File: config.mk
export PLATFORM = sky130hd
export DESIGN_NAME = double_ended_queue_flat
export DESIGN_NICKNAME = d
export VERILOG_FILES = /design/src/rtl/dq_pkg.sv /design/src/rtl/dq_req_if.sv /design/src/rtl/dq_rsp_if.sv /design/src/rtl/dq_ram.sv /design/src/rtl/dq_core.sv /design/src/rtl/double_ended_queue.sv /design/src/flat_wrapper.sv
export SDC_FILE = /design/constraint.sdc
export NUM_CORES = 1
export LEC_CHECK = 0
export BUFFER_PORTS_ARGS = -buffer_cell sky130_fd_sc_hd__buf_2
export CORE_MARGIN = 8
export CORE_UTILIZATION = 35
export DETAILED_ROUTE_END_ITERATION = 8
export RECOVER_POWER = 50
export SYNTH_ARGS = -nofsm -noshare
export SYNTH_HDL_FRONTEND = slang
export SYNTH_SLANG_ARGS = --single-unit
File: constraint.sdc
create_clock -name clock -period 15.9 [get_ports clock]
set_input_delay 3.18 -clock clock [delete_from_list [all_inputs] [get_ports clock]]
set_output_delay 3.18 -clock clock [all_outputs]
set_load 0.05 [all_outputs]
File: src/rtl/dq_pkg.sv
// ============================================================================
// dq_pkg
// Shared types and constants for the double-ended queue: command and status
// codes, controller states and the result record.
// ============================================================================
package dq_pkg;

   // Fixed field widths of the item channels.
   localparam int DATA_W   = 32;
   localparam int CMD_W    = 3;
   localparam int STATUS_W = 2;
   localparam int COUNT_W  = 5;

   // Word reported when nothing was popped or the queue is empty.
   localparam logic signed [DATA_W-1:0] NO_WORD = '1;

   // Command codes. Codes without a member behave as a query.
   typedef enum logic [CMD_W-1:0] {
      CMD_NONE       = 3'd0,
      CMD_PUSH_FRONT = 3'd1,
      CMD_PUSH_BACK  = 3'd2,
      CMD_POP_FRONT  = 3'd3,
      CMD_POP_BACK   = 3'd4
   } cmd_type;

   // Status codes reported with every result.
   typedef enum logic [STATUS_W-1:0] {
      STAT_OK    = 2'd0,
      STAT_EMPTY = 2'd1,
      STAT_FULL  = 2'd2
   } status_type;

   // Controller states.
   typedef enum logic [1:0] {
      ST_IDLE = 2'd0,
      ST_FILL = 2'd1,
      ST_HOLD = 2'd2
   } state_type;

   // One result item as it travels from the controller to the output stage.
   typedef struct packed {
      logic signed [DATA_W-1:0] popped_value;
      status_type               status;
      logic [COUNT_W-1:0]       entry_count;
      logic                     is_empty;
      logic signed [DATA_W-1:0] front_value;
      logic signed [DATA_W-1:0] back_value;
   } result_type;

endpackage

File: src/rtl/dq_req_if.sv
// ============================================================================
// dq_req_if
// Command channel of the double-ended queue: valid/ready plus the command
// and the word to push.
// ============================================================================
interface dq_req_if;

   logic                              valid;
   logic                              ready;
   logic [dq_pkg::CMD_W-1:0]          cmd;
   logic signed [dq_pkg::DATA_W-1:0]  push_value;

   modport source (output valid, output cmd, output push_value, input ready);
   modport sink   (input valid, input cmd, input push_value, output ready);

endinterface

File: src/rtl/dq_rsp_if.sv
// ============================================================================
// dq_rsp_if
// Result channel of the double-ended queue: valid/ready plus the popped word,
// the status and the queue state after the command.
// ============================================================================
interface dq_rsp_if;

   logic                              valid;
   logic                              ready;
   logic signed [dq_pkg::DATA_W-1:0]  popped_value;
   logic [dq_pkg::STATUS_W-1:0]       status;
   logic [dq_pkg::COUNT_W-1:0]        entry_count;
   logic                              is_empty;
   logic signed [dq_pkg::DATA_W-1:0]  front_value;
   logic signed [dq_pkg::DATA_W-1:0]  back_value;

   modport source (output valid, output popped_value, output status,
                   output entry_count, output is_empty, output front_value,
                   output back_value, input ready);
   modport sink   (input valid, input popped_value, input status,
                   input entry_count, input is_empty, input front_value,
                   input back_value, output ready);

endinterface

File: src/rtl/dq_ram.sv
// ============================================================================
// dq_ram
// Generic single-port-write, single-port-read RAM with a registered read.
// ============================================================================
module dq_ram #(
   parameter int WIDTH = 32,
   parameter int DEPTH = 16
) (
   input  logic                     clock,
   input  logic                     wr_en,
   input  logic [$clog2(DEPTH)-1:0] wr_addr,
   input  logic [WIDTH-1:0]         wr_data,
   input  logic                     rd_en,
   input  logic [$clog2(DEPTH)-1:0] rd_addr,
   output logic [WIDTH-1:0]         rd_data
);

   logic [WIDTH-1:0] mem [DEPTH];
   logic [WIDTH-1:0] rd_data_ff;

   // Write port.
   always_ff @(posedge clock) begin
      if (wr_en) begin
         mem[wr_addr] <= wr_data;
      end
   end

   // Read port, registered.
   always_ff @(posedge clock) begin
      if (rd_en) begin
         rd_data_ff <= mem[rd_addr];
      end
   end

   assign rd_data = rd_data_ff;

endmodule

File: src/rtl/dq_core.sv
// ============================================================================
// dq_core
// Queue controller: ring pointers, word count, cached front and back words,
// and the slot RAM. A pop that leaves two or more words refills the cache
// from the RAM through the ST_FILL state.
// ============================================================================
module dq_core #(
   parameter int CAPACITY = 16
) (
   input  logic                              clock,
   input  logic                              reset,
   input  logic                              req_valid,
   output logic                              req_ready,
   input  logic [dq_pkg::CMD_W-1:0]          req_cmd,
   input  logic signed [dq_pkg::DATA_W-1:0]  req_push_value,
   input  logic                              out_free,
   output logic                              res_valid,
   output dq_pkg::result_type                res
);

   localparam int IDX_W = (CAPACITY > 1) ? $clog2(CAPACITY) : 1;
   localparam int CNT_W = $clog2(CAPACITY + 1);

   dq_pkg::state_type               state_ff, state_in;
   logic [IDX_W-1:0]                head_ff, head_in;
   logic [IDX_W-1:0]                tail_ff, tail_in;
   logic [CNT_W-1:0]                count_ff, count_in;
   logic signed [dq_pkg::DATA_W-1:0] front_ff, front_in;
   logic signed [dq_pkg::DATA_W-1:0] back_ff, back_in;
   logic signed [dq_pkg::DATA_W-1:0] popped_ff, popped_in;
   dq_pkg::status_type              status_ff, status_in;
   logic                            fill_front_ff, fill_front_in;

   logic                            accept;
   logic                            need_fill;
   logic                            is_full;
   logic                            is_empty;
   logic [IDX_W-1:0]                head_inc, head_dec;
   logic [IDX_W-1:0]                tail_inc, tail_dec, tail_dec2;

   logic                            wr_en;
   logic [IDX_W-1:0]                wr_addr;
   logic [dq_pkg::DATA_W-1:0]       wr_data;
   logic [IDX_W-1:0]                rd_addr;
   logic [dq_pkg::DATA_W-1:0]       rd_data;

   logic [IDX_W:0]                  ptr_sum;
   logic [IDX_W:0]                  ptr_wrap;

   function automatic logic [IDX_W-1:0] wrap_inc(input logic [IDX_W-1:0] i);
      return (i == IDX_W'(CAPACITY - 1)) ? '0 : i + IDX_W'(1);
   endfunction

   function automatic logic [IDX_W-1:0] wrap_dec(input logic [IDX_W-1:0] i);
      return (i == '0) ? IDX_W'(CAPACITY - 1) : i - IDX_W'(1);
   endfunction

   // Slot storage.
   dq_ram #(
      .WIDTH (dq_pkg::DATA_W),
      .DEPTH (CAPACITY)
   ) u_slots (
      .clock   (clock),
      .wr_en   (wr_en),
      .wr_addr (wr_addr),
      .wr_data (wr_data),
      .rd_en   (need_fill),
      .rd_addr (rd_addr),
      .rd_data (rd_data)
   );

   // Neighbor indexes of the two ring pointers.
   assign head_inc  = wrap_inc(head_ff);
   assign head_dec  = wrap_dec(head_ff);
   assign tail_inc  = wrap_inc(tail_ff);
   assign tail_dec  = wrap_dec(tail_ff);
   assign tail_dec2 = wrap_dec(tail_dec);

   assign is_full  = (count_ff == CNT_W'(CAPACITY));
   assign is_empty = (count_ff == '0);
   assign accept   = req_valid && req_ready;

   // Command execution: pointer and count update, cache update, RAM access.
   always_comb begin
      head_in       = head_ff;
      tail_in       = tail_ff;
      count_in      = count_ff;
      front_in      = front_ff;
      back_in       = back_ff;
      popped_in     = popped_ff;
      status_in     = status_ff;
      fill_front_in = fill_front_ff;
      need_fill     = 1'b0;
      wr_en         = 1'b0;
      wr_addr       = head_dec;
      wr_data       = req_push_value;
      rd_addr       = head_inc;

      // Refill of the cached end word from the RAM read issued last cycle.
      if (state_ff == dq_pkg::ST_FILL) begin
         if (fill_front_ff) begin
            front_in = rd_data;
         end else begin
            back_in = rd_data;
         end
      end

      if (accept) begin
         popped_in = dq_pkg::NO_WORD;
         status_in = dq_pkg::STAT_OK;
         case (dq_pkg::cmd_type'(req_cmd))
            dq_pkg::CMD_PUSH_FRONT: begin
               if (is_full) begin
                  status_in = dq_pkg::STAT_FULL;
               end else begin
                  head_in  = head_dec;
                  count_in = count_ff + CNT_W'(1);
                  front_in = req_push_value;
                  if (is_empty) begin
                     back_in = req_push_value;
                  end
                  wr_en   = 1'b1;
                  wr_addr = head_dec;
               end
            end
            dq_pkg::CMD_PUSH_BACK: begin
               if (is_full) begin
                  status_in = dq_pkg::STAT_FULL;
               end else begin
                  tail_in  = tail_inc;
                  count_in = count_ff + CNT_W'(1);
                  back_in  = req_push_value;
                  if (is_empty) begin
                     front_in = req_push_value;
                  end
                  wr_en   = 1'b1;
                  wr_addr = tail_ff;
               end
            end
            dq_pkg::CMD_POP_FRONT: begin
               if (is_empty) begin
                  status_in = dq_pkg::STAT_EMPTY;
               end else begin
                  popped_in     = front_ff;
                  head_in       = head_inc;
                  count_in      = count_ff - CNT_W'(1);
                  rd_addr       = head_inc;
                  fill_front_in = 1'b1;
                  // With one word left, front and back are the same word.
                  if (count_ff == CNT_W'(2)) begin
                     front_in = back_ff;
                  end else if (count_ff > CNT_W'(2)) begin
                     need_fill = 1'b1;
                  end
               end
            end
            dq_pkg::CMD_POP_BACK: begin
               if (is_empty) begin
                  status_in = dq_pkg::STAT_EMPTY;
               end else begin
                  popped_in     = back_ff;
                  tail_in       = tail_dec;
                  count_in      = count_ff - CNT_W'(1);
                  rd_addr       = tail_dec2;
                  fill_front_in = 1'b0;
                  if (count_ff == CNT_W'(2)) begin
                     back_in = front_ff;
                  end else if (count_ff > CNT_W'(2)) begin
                     need_fill = 1'b1;
                  end
               end
            end
            default: begin
            end
         endcase
      end
   end

   // Next state.
   always_comb begin
      state_in = state_ff;
      unique case (state_ff)
         dq_pkg::ST_IDLE: begin
            if (accept) begin
               if (need_fill) begin
                  state_in = dq_pkg::ST_FILL;
               end else if (!out_free) begin
                  state_in = dq_pkg::ST_HOLD;
               end
            end
         end
         dq_pkg::ST_FILL: begin
            state_in = out_free ? dq_pkg::ST_IDLE : dq_pkg::ST_HOLD;
         end
         dq_pkg::ST_HOLD: begin
            state_in = out_free ? dq_pkg::ST_IDLE : dq_pkg::ST_HOLD;
         end
         default: begin
            state_in = dq_pkg::ST_IDLE;
         end
      endcase
   end

   // State machine outputs.
   always_comb begin
      req_ready = 1'b0;
      res_valid = 1'b0;
      unique case (state_ff)
         dq_pkg::ST_IDLE: begin
            req_ready = 1'b1;
            res_valid = accept && !need_fill;
         end
         dq_pkg::ST_FILL: begin
            res_valid = 1'b1;
         end
         dq_pkg::ST_HOLD: begin
            res_valid = 1'b1;
         end
         default: begin
         end
      endcase
   end

   // Result record, built from the state after the command.
   always_comb begin
      res.popped_value = popped_in;
      res.status       = status_in;
      res.entry_count  = dq_pkg::COUNT_W'(count_in);
      res.is_empty     = (count_in == '0);
      res.front_value  = (count_in == '0) ? dq_pkg::NO_WORD : front_in;
      res.back_value   = (count_in == '0) ? dq_pkg::NO_WORD : back_in;
   end

   // Control registers.
   always_ff @(posedge clock) begin
      if (reset) begin
         state_ff <= dq_pkg::ST_IDLE;
         head_ff  <= '0;
         tail_ff  <= '0;
         count_ff <= '0;
      end else begin
         state_ff <= state_in;
         head_ff  <= head_in;
         tail_ff  <= tail_in;
         count_ff <= count_in;
      end
   end

   // Cached words and the pending result fields.
   always_ff @(posedge clock) begin
      front_ff      <= front_in;
      back_ff       <= back_in;
      popped_ff     <= popped_in;
      status_ff     <= status_in;
      fill_front_ff <= fill_front_in;
   end

   // Head plus count, wrapped, must land on the tail.
   assign ptr_sum  = {1'b0, head_ff} + (IDX_W + 1)'(count_ff);
   assign ptr_wrap = (ptr_sum >= (IDX_W + 1)'(CAPACITY)) ?
                     ptr_sum - (IDX_W + 1)'(CAPACITY) : ptr_sum;

   a_count_bound: assert property (@(posedge clock) disable iff (reset)
      count_ff <= CNT_W'(CAPACITY))
      else $error("Word count exceeds the capacity.");

   a_ptr_consistent: assert property (@(posedge clock) disable iff (reset)
      IDX_W'(ptr_wrap) == tail_ff)
      else $error("Head, tail and count disagree.");

   a_push_counts: assert property (@(posedge clock) disable iff (reset)
      accept && !is_full &&
      (req_cmd == dq_pkg::CMD_PUSH_FRONT || req_cmd == dq_pkg::CMD_PUSH_BACK)
      |=> count_ff == $past(count_ff) + CNT_W'(1))
      else $error("Accepted push did not add one word.");

   a_deep_pop_fills: assert property (@(posedge clock) disable iff (reset)
      accept && count_ff > CNT_W'(2) &&
      (req_cmd == dq_pkg::CMD_POP_FRONT || req_cmd == dq_pkg::CMD_POP_BACK)
      |=> state_ff == dq_pkg::ST_FILL)
      else $error("Pop leaving several words skipped the cache refill.");

endmodule

File: src/rtl/double_ended_queue.sv
// ============================================================================
// double_ended_queue
// Double-ended queue of signed 32-bit words in a ring buffer of CAPACITY
// slots, one result item for every command item.
// ============================================================================
// Usage:
//   The req channel carries one command per item: query, push front, push
//   back, pop front or pop back, with the word to push. The rsp channel
//   returns one item per command with the popped word (-1 if none), a status
//   (ok, pop on empty, push on full dropped) and the queue state afterward:
//   word count, empty flag, and the front and back words (-1 when empty).
//   The result is registered in the output register before it shows on rsp;
//   a pop that leaves two or more words first passes the ST_FILL state, as
//   its new end word is read from the slot RAM (registered read).
//   Throughput: one item per cycle while the receiver keeps up, except such
//   pops, which hold the next command back until the end word is refilled.
//   A new command is taken while a finished result waits in the output
//   register. If the receiver stalls, the next result is held in the
//   controller and req.ready stays low until the output register frees up.
//   Reset (synchronous, active high) empties the queue at once; slot
//   contents are not cleared and are never read before being written.
// ============================================================================
module double_ended_queue #(
   parameter int CAPACITY = 16
) (
   input  logic     clock,
   input  logic     reset,
   dq_req_if.sink   req,
   dq_rsp_if.source rsp
);

   logic               out_free;
   logic               res_valid;
   dq_pkg::result_type res;
   logic               rsp_valid_ff, rsp_valid_in;
   dq_pkg::result_type rsp_data_ff, rsp_data_in;

   // Queue controller with its slot memory.
   dq_core #(
      .CAPACITY (CAPACITY)
   ) u_core (
      .clock          (clock),
      .reset          (reset),
      .req_valid      (req.valid),
      .req_ready      (req.ready),
      .req_cmd        (req.cmd),
      .req_push_value (req.push_value),
      .out_free       (out_free),
      .res_valid      (res_valid),
      .res            (res)
   );

   // Output register: loads a result when empty or being drained.
   assign out_free     = !rsp_valid_ff || rsp.ready;
   assign rsp_valid_in = (res_valid && out_free) || (rsp_valid_ff && !rsp.ready);
   assign rsp_data_in  = (res_valid && out_free) ? res : rsp_data_ff;

   always_ff @(posedge clock) begin
      if (reset) begin
         rsp_valid_ff <= 1'b0;
      end else begin
         rsp_valid_ff <= rsp_valid_in;
      end
   end

   always_ff @(posedge clock) begin
      rsp_data_ff <= rsp_data_in;
   end

   // Result channel.
   assign rsp.valid        = rsp_valid_ff;
   assign rsp.popped_value = rsp_data_ff.popped_value;
   assign rsp.status       = rsp_data_ff.status;
   assign rsp.entry_count  = rsp_data_ff.entry_count;
   assign rsp.is_empty     = rsp_data_ff.is_empty;
   assign rsp.front_value  = rsp_data_ff.front_value;
   assign rsp.back_value   = rsp_data_ff.back_value;

endmodule
File: src/flat_wrapper.sv
// flat-port wrapper written by rule: the top's interface ports become plain ports
module double_ended_queue_flat 
#(
   parameter int CAPACITY = 16
)
  (clock, reset, req_valid, req_cmd, req_push_value, req_ready, rsp_valid, rsp_popped_value, rsp_status, rsp_entry_count, rsp_is_empty, rsp_front_value, rsp_back_value, rsp_ready);
  dq_req_if req_i ();
  dq_rsp_if rsp_i ();
  input  logic clock;
  input  logic reset;
  input wire logic [$bits(req_i.valid)-1:0] req_valid;
  input wire logic [$bits(req_i.cmd)-1:0] req_cmd;
  input wire logic [$bits(req_i.push_value)-1:0] req_push_value;
  output wire logic [$bits(req_i.ready)-1:0] req_ready;
  output wire logic [$bits(rsp_i.valid)-1:0] rsp_valid;
  output wire logic [$bits(rsp_i.popped_value)-1:0] rsp_popped_value;
  output wire logic [$bits(rsp_i.status)-1:0] rsp_status;
  output wire logic [$bits(rsp_i.entry_count)-1:0] rsp_entry_count;
  output wire logic [$bits(rsp_i.is_empty)-1:0] rsp_is_empty;
  output wire logic [$bits(rsp_i.front_value)-1:0] rsp_front_value;
  output wire logic [$bits(rsp_i.back_value)-1:0] rsp_back_value;
  input wire logic [$bits(rsp_i.ready)-1:0] rsp_ready;
  assign req_i.valid = req_valid;
  assign req_i.cmd = req_cmd;
  assign req_i.push_value = req_push_value;
  assign req_ready = req_i.ready;
  assign rsp_valid = rsp_i.valid;
  assign rsp_popped_value = rsp_i.popped_value;
  assign rsp_status = rsp_i.status;
  assign rsp_entry_count = rsp_i.entry_count;
  assign rsp_is_empty = rsp_i.is_empty;
  assign rsp_front_value = rsp_i.front_value;
  assign rsp_back_value = rsp_i.back_value;
  assign rsp_i.ready = rsp_ready;
  double_ended_queue #(.CAPACITY(CAPACITY)) u_core (.clock(clock), .reset(reset), .req(req_i), .rsp(rsp_i));
endmodule
# After elaboration in Yosys (flattened, before gate mapping)
# Memories as Yosys holds them, arrays and structs flattened. A register that Yosys moved wholly into a read port is not among the register bits.
# Index checks and enable logic that the tools add are counted.
[classes] addsub=7 n_lt_le_gt_ge=1 n_eq_ne=16 n_mux=67 n_reduce_logical=25
[op_table] operator="$mux 32" count=19
[op_table] operator="$pmux 32 s3" count=2
[op_table] operator="$pmux 32 s2" count=1
[op_table] operator="$mux 4" count=15
[op_table] operator="$pmux 4 s2" count=2
[op_table] operator="$mux 5" count=3
[op_table] operator="$mux 1" count=14
[op_table] operator="$logic_not 4->1" count=3
[op_table] operator="$mux 2" count=6
[op_table] operator="$reduce_and 4->1" count=3
[op_table] operator="$sub 4x1->4 const B" count=3
[op_table] operator="$logic_not 5->1" count=2
[op_table] operator="$ne 2x2->1 const B" count=5
[op_table] operator="$pmux 5 s2" count=1
[op_table] operator="$add 4x1->4 const B" count=2
[op_table] operator="$eq 4x4->1 const B" count=2
[op_table] operator="$pmux 2 s2" count=2
[op_table] operator="$eq 3x2->1 const B" count=2
[op_table] operator="$reduce_bool 2->1" count=3
[op_table] operator="$reduce_or 2->1" count=3
[op_table] operator="$add 5x1->5 const B" count=1
[op_table] operator="$eq 5x2->1 const B" count=1
[op_table] operator="$eq 5x5->1 const B" count=1
[op_table] operator="$gt 5x2->1 const B" count=1
[op_table] operator="12 further kinds" count=19
[word_totals] register_bits=219 mem_bits_rw=512 input_bits=39 output_inout_bits=106 n_memories=1
[mem_list] name="u_core.u_core.u_slots.mem" depth=16 width=32 read_ports=1 rd_clocked_by_memory_dff=1 wr=1 line="dq_ram.sv:18" text="logic [WIDTH-1:0] mem [DEPTH];"

# Longest topological paths before layout
# Gate-level depths: netlist of the first run.
[depth] depth_word=11 mapped_depth=11

# By module
# Synthesis of the first run repeated with hierarchy kept, for this count alone.
[unflattened] hier_cells=1874 area_unflattened_um2=31012.2
[by_module_without_submodules] module="dq_ram" n_inst=1 cells_per_inst=838 area_each_um2=20155.6
[by_module_without_submodules] module="dq_core" n_inst=1 cells_per_inst=927 area_each_um2=7678.6
[by_module_without_submodules] module="double_ended_queue" n_inst=1 cells_per_inst=109 area_each_um2=3178.0

# Least setup slack after synthesis of the first run
# No wires, ideal clock.
[synth_timing] path_kind="in2reg" start="input port req_valid" end="register u_core.rsp_data_ff (netlist bit u_core.rsp.back_value[0]), enable pin" setup_ns=0.568 arrival_time_ns=8.759 required_ns=15.332 slack_ns=6.574 path_stages=7 n_path_buf=3 cell_sequence="and2_1 clkbuf_1 clkbuf_1 clkbuf_1 a21oi_1 or2_2 nor2_1"
[synth_between] elab_chain_cells=6
[synth_lines] element="start, declared" line="flat_wrapper.sv:11" text="input wire logic [$bits(req_i.valid)-1:0] req_valid;"
[synth_lines] element="$logic_and 1x1->1 (*)" line="dq_core.sv:81" text="assign accept = req_valid && req_ready;"
[synth_lines] element="$mux 1" line="dq_core.sv:108" text="if (accept) begin"
[synth_lines] element="$logic_not 1->1" line="dq_core.sv:211" text="res_valid = accept && !need_fill;"
[synth_lines] element="$logic_and 1x1->1 (*)" line="dq_core.sv:211"
[synth_lines] element="$pmux 1 s2 (*)" line="dq_core.sv:208" text="unique case (state_ff)"
[synth_lines] element="$logic_and 1x1->1 (*)" line="double_ended_queue.sv:56" text="assign rsp_data_in = (res_valid && out_free) ? res : rsp_data_ff;"
[synth_lines] element="end signal, assigned" line="double_ended_queue.sv:67" text="rsp_data_ff <= rsp_data_in;"
[synth_lines] element="end, declared" line="double_ended_queue.sv:36" text="dq_pkg::result_type rsp_data_ff, rsp_data_in;"
# Every way passes the cells marked *; elsewhere a longest branch is shown, timed or not.
# A chain may end at the register's enable or synchronous reset.

# Worst setup path after layout of the first run
[layout_timing] start="input port req_cmd[2]" end="register u_core.u_core.u_slots.rd_data_ff[27], in the netlist u_core.u_core.u_slots.rd_data[27], read port of u_core.u_core.u_slots.mem, data pin"
[layout_between] elab_chain_cells=4 elab_cells_between_ends=7
[layout_lines] element="start, declared" line="flat_wrapper.sv:12" text="input wire logic [$bits(req_i.cmd)-1:0] req_cmd;"
[layout_lines] element="$eq 3x3->1 or $eq 3x2->1 (tied branches)" line="dq_core.sv:111" text="case (dq_pkg::cmd_type'(req_cmd))"
[layout_lines] element="$reduce_or 2->1 (no source line)"
[layout_lines] element="$mux 1"
[layout_lines] element="$mux 1" line="dq_core.sv:108"
[layout_lines] element="end, declared" line="dq_ram.sv:19" text="logic [WIDTH-1:0] rd_data_ff;"
# Several ways; a longest one is shown, not always the timed one.

==> results of run 1 <==
power groups by stage:
stage                     registers, mW  logic, mW  clock network, mW
final                              2.35      0.594               1.78
after global routing               2.36      0.636               1.89
after CTS                          2.34      0.605               1.82
after detailed placement           2.38      0.603                  0
after global placement             2.38      0.593                  0
after floorplan                    2.52      0.281                  0
layer usage:
metal  share of wire, %  global-route usage (%)  vias to the layer above
met5              0.073                       0                        -
met4                3.0                    6.67                       10
met3                7.3                    2.96                      198
met2                 47                    27.5                      899
met1                 43                    22.9                    10300
li1                   -                       -                     9094
stage by stage:
| stage | util [%] | cell area, um2 | hold WS [ns] | std cells |
|---|---|---|---|---|
| finish | 39.9 | 35800 | 0.453 | 3539 |
| global placement | 37.4 | 33600 | 0.448 | 3400 |
| detailed placement | 37.4 | 33600 | 0.449 | 3400 |
| global route | 39.9 | 35800 | 0.481 | 3533 |
| CTS | 40.2 | 36000 | 0.460 | 3532 |
| floorplan | - | 31500 | 0.418 | 2214 |
worst reg2reg max path, cell delays in order (launching register included):
cell                        delay [ns]
sky130_fd_sc_hd__dfxtp_1          0.38
sky130_fd_sc_hd__inv_1            0.06
sky130_fd_sc_hd__ha_1             0.27
sky130_fd_sc_hd__nand2_2          0.07
sky130_fd_sc_hd__clkbuf_1         2.44
sky130_fd_sc_hd__o311ai_4         0.38
sky130_fd_sc_hd__nand2_4          0.86
sky130_fd_sc_hd__buf_12           0.77
sky130_fd_sc_hd__mux2i_1          0.78
sky130_fd_sc_hd__a2111oi_0        0.13
sky130_fd_sc_hd__or4_1            0.56
kinds of logic after synthesis:
group                    Yosys count  share of synthesized area [%]
flip-flops                       763                           69.0
AO/OA/AOI/OAI                    568                           13.2
AND/OR/NAND/NOR                  475                           8.46
buffers and inverters            195                           2.50
multiplexers                     192                           6.11
adder cells (fa/ha/maj)           14                          0.555
XOR/XNOR                           7                          0.194
cells in the mapped netlist, drive strengths merged (50+ instances only):
library cell	count	area, um2
dfxtp	114	2280
a21oi	50	250
nand2b	68	425
edfxtp	649	19500
nand2	87	327
clkbuf	131	493
a2111oi	128	1120
a211oi	135	1010
and3	136	851
o21ai	75	375
o22ai	67	425
mux2i	187	1870
nor2	71	267
cell type report:
type	count	area (um2)	share of cell area (%)
Antenna cell	7	17.5	0.0489
Clock buffer	97	2020	5.63
Clock inverter	35	452	1.26
Inverter	15	56.3	0.157
Multi-Input combinational cell	1256	9160	25.6
Sequential cell	763	21800	60.7
Tap cell	1176	1470	4.10
Timing Repair Buffer	190	896	2.50
worst paths after layout:
check | endpoint | depth (start not counted) | slack, ns
setup / recovery | u_core.u_core.u_slots.rd_data[27] | 9 | 6.54
hold / removal | u_core.u_core.status_ff[1] | 2 | 0.45
setup reg to reg | u_core.u_core.u_slots.rd_data[28] | 10 | 8.94
hold reg to reg | u_core.u_core.status_ff[1] | 2 | 0.45
state kept, by name (all words and copies together) (netlist names):
| register | count |
|---|---|
| u_core.u_core.front_ff | 32 |
| u_core.rsp.back_value | 32 |
| u_core.u_core.u_slots.mem | 512 |
| u_core.rsp.popped_value | 32 |
| u_core.rsp.valid | 1 |
| u_core.u_core.count_ff | 5 |
| u_core.rsp.front_value | 32 |
| u_core.u_core.head_ff | 4 |
| u_core.u_core.back_ff | 32 |
| u_core.u_core.popped_ff | 32 |
| u_core.u_core.fill_front_ff | 1 |
| u_core.u_core.status_ff | 2 |
| u_core.rsp.status | 2 |
| u_core.rsp.entry_count | 5 |
| u_core.rsp.is_empty | 1 |
| u_core.u_core.u_slots.rd_data | 32 |
| u_core.u_core.tail_ff | 4 |
| u_core.u_core.state_ff | 2 |
==> out/summary.log, run 1 <==
[power_and_ir_drop] switching power 1.26 mW
[floorplan] starting utilization of the core area 35.2%
[global_routing] vias in the first global route 20100
[global_routing] largest net degree at the start of global routing 219
[global_routing] aggregate global-route resource usage 17.1%
[placed_design] minimum setup slack after placement 8.00 ns
[run_status] status complete, but fails checks
[synthesis] net count of the mapped netlist 2267
[floorplan] number of rows created at floorplan 110
[synthesis] number of synthesis warnings 0
[clock_network] insertion delay to the later sink of the worst-skew pair 0.63 ns
[synthesis] register bit total from synthesis 763
[floorplan] area of the core 89700 um2
[global_routing] total congestion overflow 0
[detailed_routing] number of violations reported at the end of detailed-routing iteration 0 2057
[detailed_routing] vias per cell 5.78
[placed_design] count of port buffers added during placement 144
[synthesis] top flip-flop cell by instance count after synthesis sky130_fd_sc_hd__edfxtp_1
[power_and_ir_drop] proportion of power drawn by combinational gates 12.6%
[power_and_ir_drop] switching power as a share of total power 26.6%
[timing] Slew headroom -134%
[setup_path] startpoint of the lowest-slack register-to-register path u_core.u_core.state_ff[0]
[timing] min Tclk post-route 9.36 ns
[clock_network] cell chosen for the clock root sky130_fd_sc_hd__clkbuf_16
[timing] Finish-stage setup viols 0
[final_layout] synthesis-to-finish area growth 13.6%
[timing] number of pins with negative max-slew slack in the final report 156
[clock_network] Clock Sink Count 763
[setup_path] critical path's slowest cell sky130_fd_sc_hd__nor3b_1
[power_and_ir_drop] ratio of total power to cell area 132 nW/um2
[power_and_ir_drop] internal power component 3.47 mW
[timing] total negative setup slack 0 ns
[setup_path] CP top delay family simple AND/OR/NAND/NOR gates
[detailed_routing] average wire length per cell after detail routing 25.1 um
[floorplan] height of the die 316 um
[floorplan] Chip Width 316 um
[timing] unrepaired setup endpoints after global routing no
[timing] setup skew after layout 0.0317 ns
[final_layout] final-layout fill cell count 8268
[timing] Hold Violations, Final 0
[final_layout] post-layout net count 2353
[setup_path] kind of capture point of the worst setup path flip-flop
[setup_path] startpoint of the most critical setup path req_cmd[2]
[synthesis] synthesized area per cell 14.2 um2
[run_status] violations in the final reports max-capacitance violations, max-slew violations
[clock_network] PostCTS Resize Cnt 0
[setup_path] Data arrival, critical path 9.70 ns
[clock_network] CTS tree yes
[setup_path] buffers plus inverters on the worst setup path 3
[floorplan] total die area 100000 um2
[power_and_ir_drop] Worst IR Drop VDD 0.0671 mV
[floorplan] Ports 145
[global_routing] antenna violations before repair 11
[detailed_routing] total wire length after detailed routing 88800 um
[clock_network] number of levels the H-tree was split into 3
[setup_path] Largest stage delay, worst path 1.64 ns
[setup_path] Setup CP Type in -> reg
[power_and_ir_drop] total power 4.72 mW
[detailed_routing] DRC violations left 0
[flow_run] max-cap check violation count 5
[setup_path] required time of the critical path 16.24 ns
[synthesis] number of library cell types mapped by synthesis 74
[placed_design] routability congestion estimate 0.868
[power_and_ir_drop] clock group share of total power 37.8%
[power_and_ir_drop] static leakage 12.7 nW
[clock_network] Clock Pin Slew Worst Setup and Hold Paths 0.05 ns
[clock_network] clock buffers created by TritonCTS 74
[setup_path] type of origin of the critical path input port
[global_routing] first-pass GRT wire length 130000 um
[timing] Worst-Margin Slew 3.51 ns
[clock_network] number of setup buffers added after CTS 0
[synthesis] async set or reset register ratio after synthesis 0%
[setup_path] worst path cell trace clkbuf_1 -> nor3b_1 -> inv_1 -> o311ai_4 -> nand2_4 -> buf_12 -> a211oi_1 -> a2111oi_0 -> or4_1
[synthesis] sequential share of the synthesized area 69.0%
[timing] peak clock frequency supported by timing 107 MHz
[synthesis] cell count after synthesis 2214
[timing] post-layout worst setup margin 6.54 ns
[power_and_ir_drop] Sequential Power Share 49.7%
[synthesis] count of flip-flops with a built-in enable after synthesis 649
[setup_path] maximum fanout encountered on the critical timing path 194
[detailed_routing] Routed Antenna Nets 0
[detailed_routing] DR pass1 iterations 8
[final_layout] most frequent cells in the layout sky130_fd_sc_hd__edfxtp_1, sky130_fd_sc_hd__mux2i_1, sky130_fd_sc_hd__clkbuf_1
[hold_path] hold path start u_core.u_core.status_ff[1]
[placed_design] HPWL after detailed placement 49300 um
[hold_path] type of the worst min-delay path reg -> reg
[final_layout] fraction of final layout cells with drive strength greater than 1 8.53%
[synthesis] area of the mapped netlist 31500 um2
[clock_network] number of hold buffers added after CTS 0
[detailed_routing] vias after detailed routing 20500
[final_layout] most common cell after layout, fill and taps aside sky130_fd_sc_hd__edfxtp_1
[clock_network] Max Buffers Root-to-Sink 3
[timing] final period utilization 58.9%
Note: power is estimated with default switching activity, not from simulation.
==> run 2: changes to the inputs <==
- ABC_AREA: unset -> 1
- clock period: 15.9 -> 8.5 ns (I/O delays scaled with it)
==> run 2 against run 1 <==
  * The flow still finishes with violations (max-capacitance violations, max-slew violations)
  * Synthesized cell count up 57%
  * Routed wire length up 14%
  * Core utilization down 0.11 points
  * Sequential share of layout area down 4.1 points
  * Via count up 23%
  * Global-route usage up 1.2 points
  * Sequential power up 100%
  * Worst setup slack worse by 4.2 ns
  * Largest cell class unchanged
  * Highest routed layer unchanged
==> out/summary.log, run 2 <==
[run_status] violations in the final reports max-capacitance violations, max-slew violations
[synthesis] cell types with the largest area share after synthesis sky130_fd_sc_hd__edfxtp_1, sky130_fd_sc_hd__nand2_1, sky130_fd_sc_hd__nand3_1
[run_status] status complete, but fails checks
[detailed_routing] total wire length after detailed routing 102000 um [+14%]
[timing] Slew headroom -97.5% [+37 points]
[clock_network] number of hold buffers added after CTS 0 [unchanged]
[setup_path] Data arrival, critical path 6.47 ns [-3.23 ns]
[setup_path] most frequent cell on the critical path sky130_fd_sc_hd__clkbuf_1
[synthesis] sequential share of the synthesized area 64.0% [-5.0 points]
[setup_path] kind of capture point of the worst setup path flip-flop
[floorplan] Ports 145 [unchanged]
[placed_design] minimum setup slack after placement 2.37 ns [-5.63 ns]
[synthesis] most frequent cell after synthesis sky130_fd_sc_hd__nand2_1
[synthesis] biggest area consumer among synthesized cells sky130_fd_sc_hd__edfxtp_1
[setup_path] critical path's slowest cell sky130_fd_sc_hd__clkbuf_1
[timing] Worst-Margin Slew 2.96 ns [-0.550 ns]
[floorplan] number of rows created at floorplan 114 [+3.6%]
[timing] total negative setup slack 0 ns [unchanged]
[final_layout] most common cell after layout, fill and taps aside sky130_fd_sc_hd__nand2_1
[synthesis] synthesized area per cell 9.82 um2 [-31%]
[placed_design] area after detailed placement 36100 um2 [+7.5%]
[timing] number of pins with negative max-slew slack in the final report 156 [unchanged]
[clock_network] PostCTS Resize Cnt 0 [unchanged]
[global_routing] vias in the first global route 23600 [+18%]
[final_layout] Multi-input gate area 10100 um2 [+9.8%]
[power_and_ir_drop] Worst IR Drop VDD 0.158 mV [+140%]
[global_routing] met1 track demand over resource 24.5% [+1.6 points]
[hold_path] type of the worst min-delay path reg -> reg
[final_layout] post-route cell area 38500 um2 [+7.3%]
[detailed_routing] vias after detailed routing 25100 [+23%]
[final_layout] most frequent cells in the layout sky130_fd_sc_hd__nand2_1, sky130_fd_sc_hd__edfxtp_1, sky130_fd_sc_hd__nand3_1
[global_routing] met2 Track Usage GR 29.5% [+2.0 points]
[clock_network] Clock Pin Slew Worst Setup and Hold Paths 0.06 ns [about the same]
[placed_design] count of port buffers added during placement 144 [unchanged]
[final_layout] Top reg by flops u_core.u_core.u_slots.mem
[placed_design] placed cell count 4740 [+39%]
[timing] final period utilization 72.1%
[synthesis] top flip-flop cell by instance count after synthesis sky130_fd_sc_hd__edfxtp_1
[synthesis] net count of the mapped netlist 3520 [+55%]
[synthesis] register bit total from synthesis 763 [unchanged]
[final_layout] synthesis-to-finish area growth 13.1%
[synthesis] cell count after synthesis 3467 [+57%]
[clock_network] clock buffers created by TritonCTS 80 [+8.1%]
[setup_path] worst path cell trace clkbuf_1 -> nand2_1 -> buf_4 -> nor2_4 -> clkbuf_1 -> inv_1 -> nor3_4 -> o21ai_0 -> o21bai_1
[timing] Finish-stage setup viols 0 [unchanged]
[power_and_ir_drop] static leakage 15.2 nW [+19%]
[detailed_routing] DRC violations left 0 [unchanged]
[final_layout] final standard cell count with taps included and fillers excluded 4891 [+38%]
[global_routing] total congestion overflow 0 [unchanged]
[timing] min Tclk post-route 6.13 ns
[detailed_routing] vias per cell 5.14 [-11%]
[synthesis] top cells by count, synth sky130_fd_sc_hd__nand2_1, sky130_fd_sc_hd__edfxtp_1, sky130_fd_sc_hd__nand3_1
[timing] setup skew after layout 0.0208 ns [-0.0109 ns]
[clock_network] number of setup buffers added after CTS 0 [unchanged]
[final_layout] max FFs per register 512 [unchanged]
[setup_path] type of origin of the critical path input port
[final_layout] final cell utilization of the core 39.8% [-0.11 points]
[floorplan] area of the core 96600 um2 [+7.6%]
[clock_network] cell chosen for the clock root sky130_fd_sc_hd__clkbuf_16
[detailed_routing] number of violations reported at the end of detailed-routing iteration 0 2705 [+32%]
[flow_run] max-cap check violation count 4 [-1]
[timing] unrepaired setup endpoints after global routing no
[detailed_routing] DR pass1 iterations 6 [-2]
[synthesis] number of synthesis warnings 0 [unchanged]
[setup_path] Largest stage delay, worst path 1.73 ns [+0.09 ns]
[global_routing] antenna violations before repair 14 [+3]
[clock_network] Max Buffers Root-to-Sink 3 [unchanged]
[clock_network] CTS tree yes
[floorplan] starting utilization of the core area 35.2% [+0.082 points]
[final_layout] storage element area 21800 um2 [unchanged]
[synthesis] async set or reset register ratio after synthesis 0% [unchanged]
[synthesis] area of the mapped netlist 34000 um2 [+7.9%]
[placed_design] routability congestion estimate 0.909 [+4.7%]
[detailed_routing] average wire length per cell after detail routing 20.8 um [-17%]
[floorplan] Chip Width 328 um [+3.7%]
[setup_path] Setup CP Type in -> reg
[timing] post-layout worst setup margin 2.37 ns [-4.17 ns]
[clock_network] Clock Sink Count 763 [unchanged]
[timing] Hold Violations, Final 0 [unchanged]
[detailed_routing] Routed Antenna Nets 0 [unchanged]
[global_routing] most used routing layer in global routing met2
[floorplan] total die area 107000 um2 [+7.5%]
[synthesis] count of flip-flops with a built-in enable after synthesis 649 [unchanged]
[global_routing] aggregate global-route resource usage 18.2% [+1.2 points]
[timing] peak clock frequency supported by timing 163 MHz
[final_layout] post-layout net count 3599 [+53%]
[power_and_ir_drop] ratio of total power to cell area 282 nW/um2 [+110%]
[synthesis] number of library cell types mapped by synthesis 43 [-42%]
[final_layout] final-layout fill cell count 9462 [+14%]
[final_layout] fraction of final layout cells with drive strength greater than 1 5.92% [-2.6 points]
[global_routing] GRT met3 Usage 3.30% [+0.34 points]
[setup_path] maximum fanout encountered on the critical timing path 48 [-75%]
[synthesis] area share of the largest cell type after synthesis 57.3% [-4.5 points]
[floorplan] height of the die 328 um [+3.7%]
[setup_path] required time of the critical path 8.84 ns [-7.40 ns]
[clock_network] number of levels the H-tree was split into 3 [unchanged]
[clock_network] insertion delay to the later sink of the worst-skew pair 0.64 ns [about the same]
[placed_design] HPWL after detailed placement 59300 um [+20%]
[global_routing] first-pass GRT wire length 152000 um [+16%]
[global_routing] largest net degree at the start of global routing 146 [-33%]
run 2: changes by cell type after synthesis, moves of 57 or more:
cell	delta
sky130_fd_sc_hd__nand2_1	+839
sky130_fd_sc_hd__mux2i_1	-187
sky130_fd_sc_hd__nand2b_1	-68
sky130_fd_sc_hd__o21ai_0	+125
sky130_fd_sc_hd__nor2_1	+58
sky130_fd_sc_hd__a2111oi_0	-128
sky130_fd_sc_hd__a211oi_1	-131
sky130_fd_sc_hd__nand3_1	+562
sky130_fd_sc_hd__inv_1	+375
sky130_fd_sc_hd__and3_1	-136
sky130_fd_sc_hd__buf_2	+70
sky130_fd_sc_hd__o22ai_1	-57
run 2: cell families (layout without fill, tap and decap cells):
kind of cell             after synthesis  in the layout  synth area share (%)
flip-flops                           763            763                  64.0
other                                  0              3                     0
adder cells (fa/ha/maj)               14             14                 0.515
AND/OR/NAND/NOR                     1678           1678                  21.2
AO/OA/AOI/OAI                        402            402                  6.86
buffers and inverters                597            742                  7.07
XOR/XNOR                              10             10                 0.257
multiplexers                           3              3                0.0993
run 2: metal layers:
layer / wire length [um] / vias to the layer above
met4: 3400 / 16
met5: 103 / -
li1: - / 11900
met3: 9130 / 217
met1: 42300 / 11900
met2: 46600 / 1102
run 2: worst paths after layout:
kind | start | slack (ns) | to | cells after the start
worst max-delay path | req_valid | 2.37 | u_core.rsp.front_value[3] | 9
worst min-delay path | u_core.u_core.status_ff[0] | 0.47 | u_core.u_core.status_ff[0] | 2
worst max register to register | u_core.u_core.state_ff[0] | 2.89 | u_core.rsp.front_value[3] | 10
worst min register to register | u_core.u_core.status_ff[0] | 0.47 | u_core.u_core.status_ff[0] | 2
run 2: area by class of cell:
class | count | area share, %
Clock buffer | 107 | 5.63
Multi-Input combinational cell | 2107 | 26.2
Inverter | 394 | 3.86
Sequential cell | 763 | 56.6
Tap cell | 1276 | 4.15
Clock inverter | 41 | 1.10
Timing Repair Buffer | 200 | 2.49
Antenna cell | 3 | 0.0195
run 2: stage by stage:
stage / power (mW) / hold WS, ns
2_1_floorplan: 6.72 / 0.418
3_3_place_gp: 7.45 / 0.437
3_5_place_dp: 7.47 / 0.460
4_1_cts: 10.9 / 0.474
5_1_grt: 11.3 / 0.507
6_report: 10.8 / 0.467
run 2: worst max-delay path, delay by kind of cell:
kind / cells / cell delay (ns)
buffers and inverters: 4 / 3.09
AND/OR/NAND/NOR: 3 / 0.94
AO/OA/AOI/OAI: 2 / 0.68
run 2: report_power, final:
group / total (mW) / internal (mW) / switching, mW
Combinational: 2.57 / 0.545 / 2.03
Clock: 3.49 / 2.02 / 1.47
Sequential: 4.78 / 4.61 / 0.167
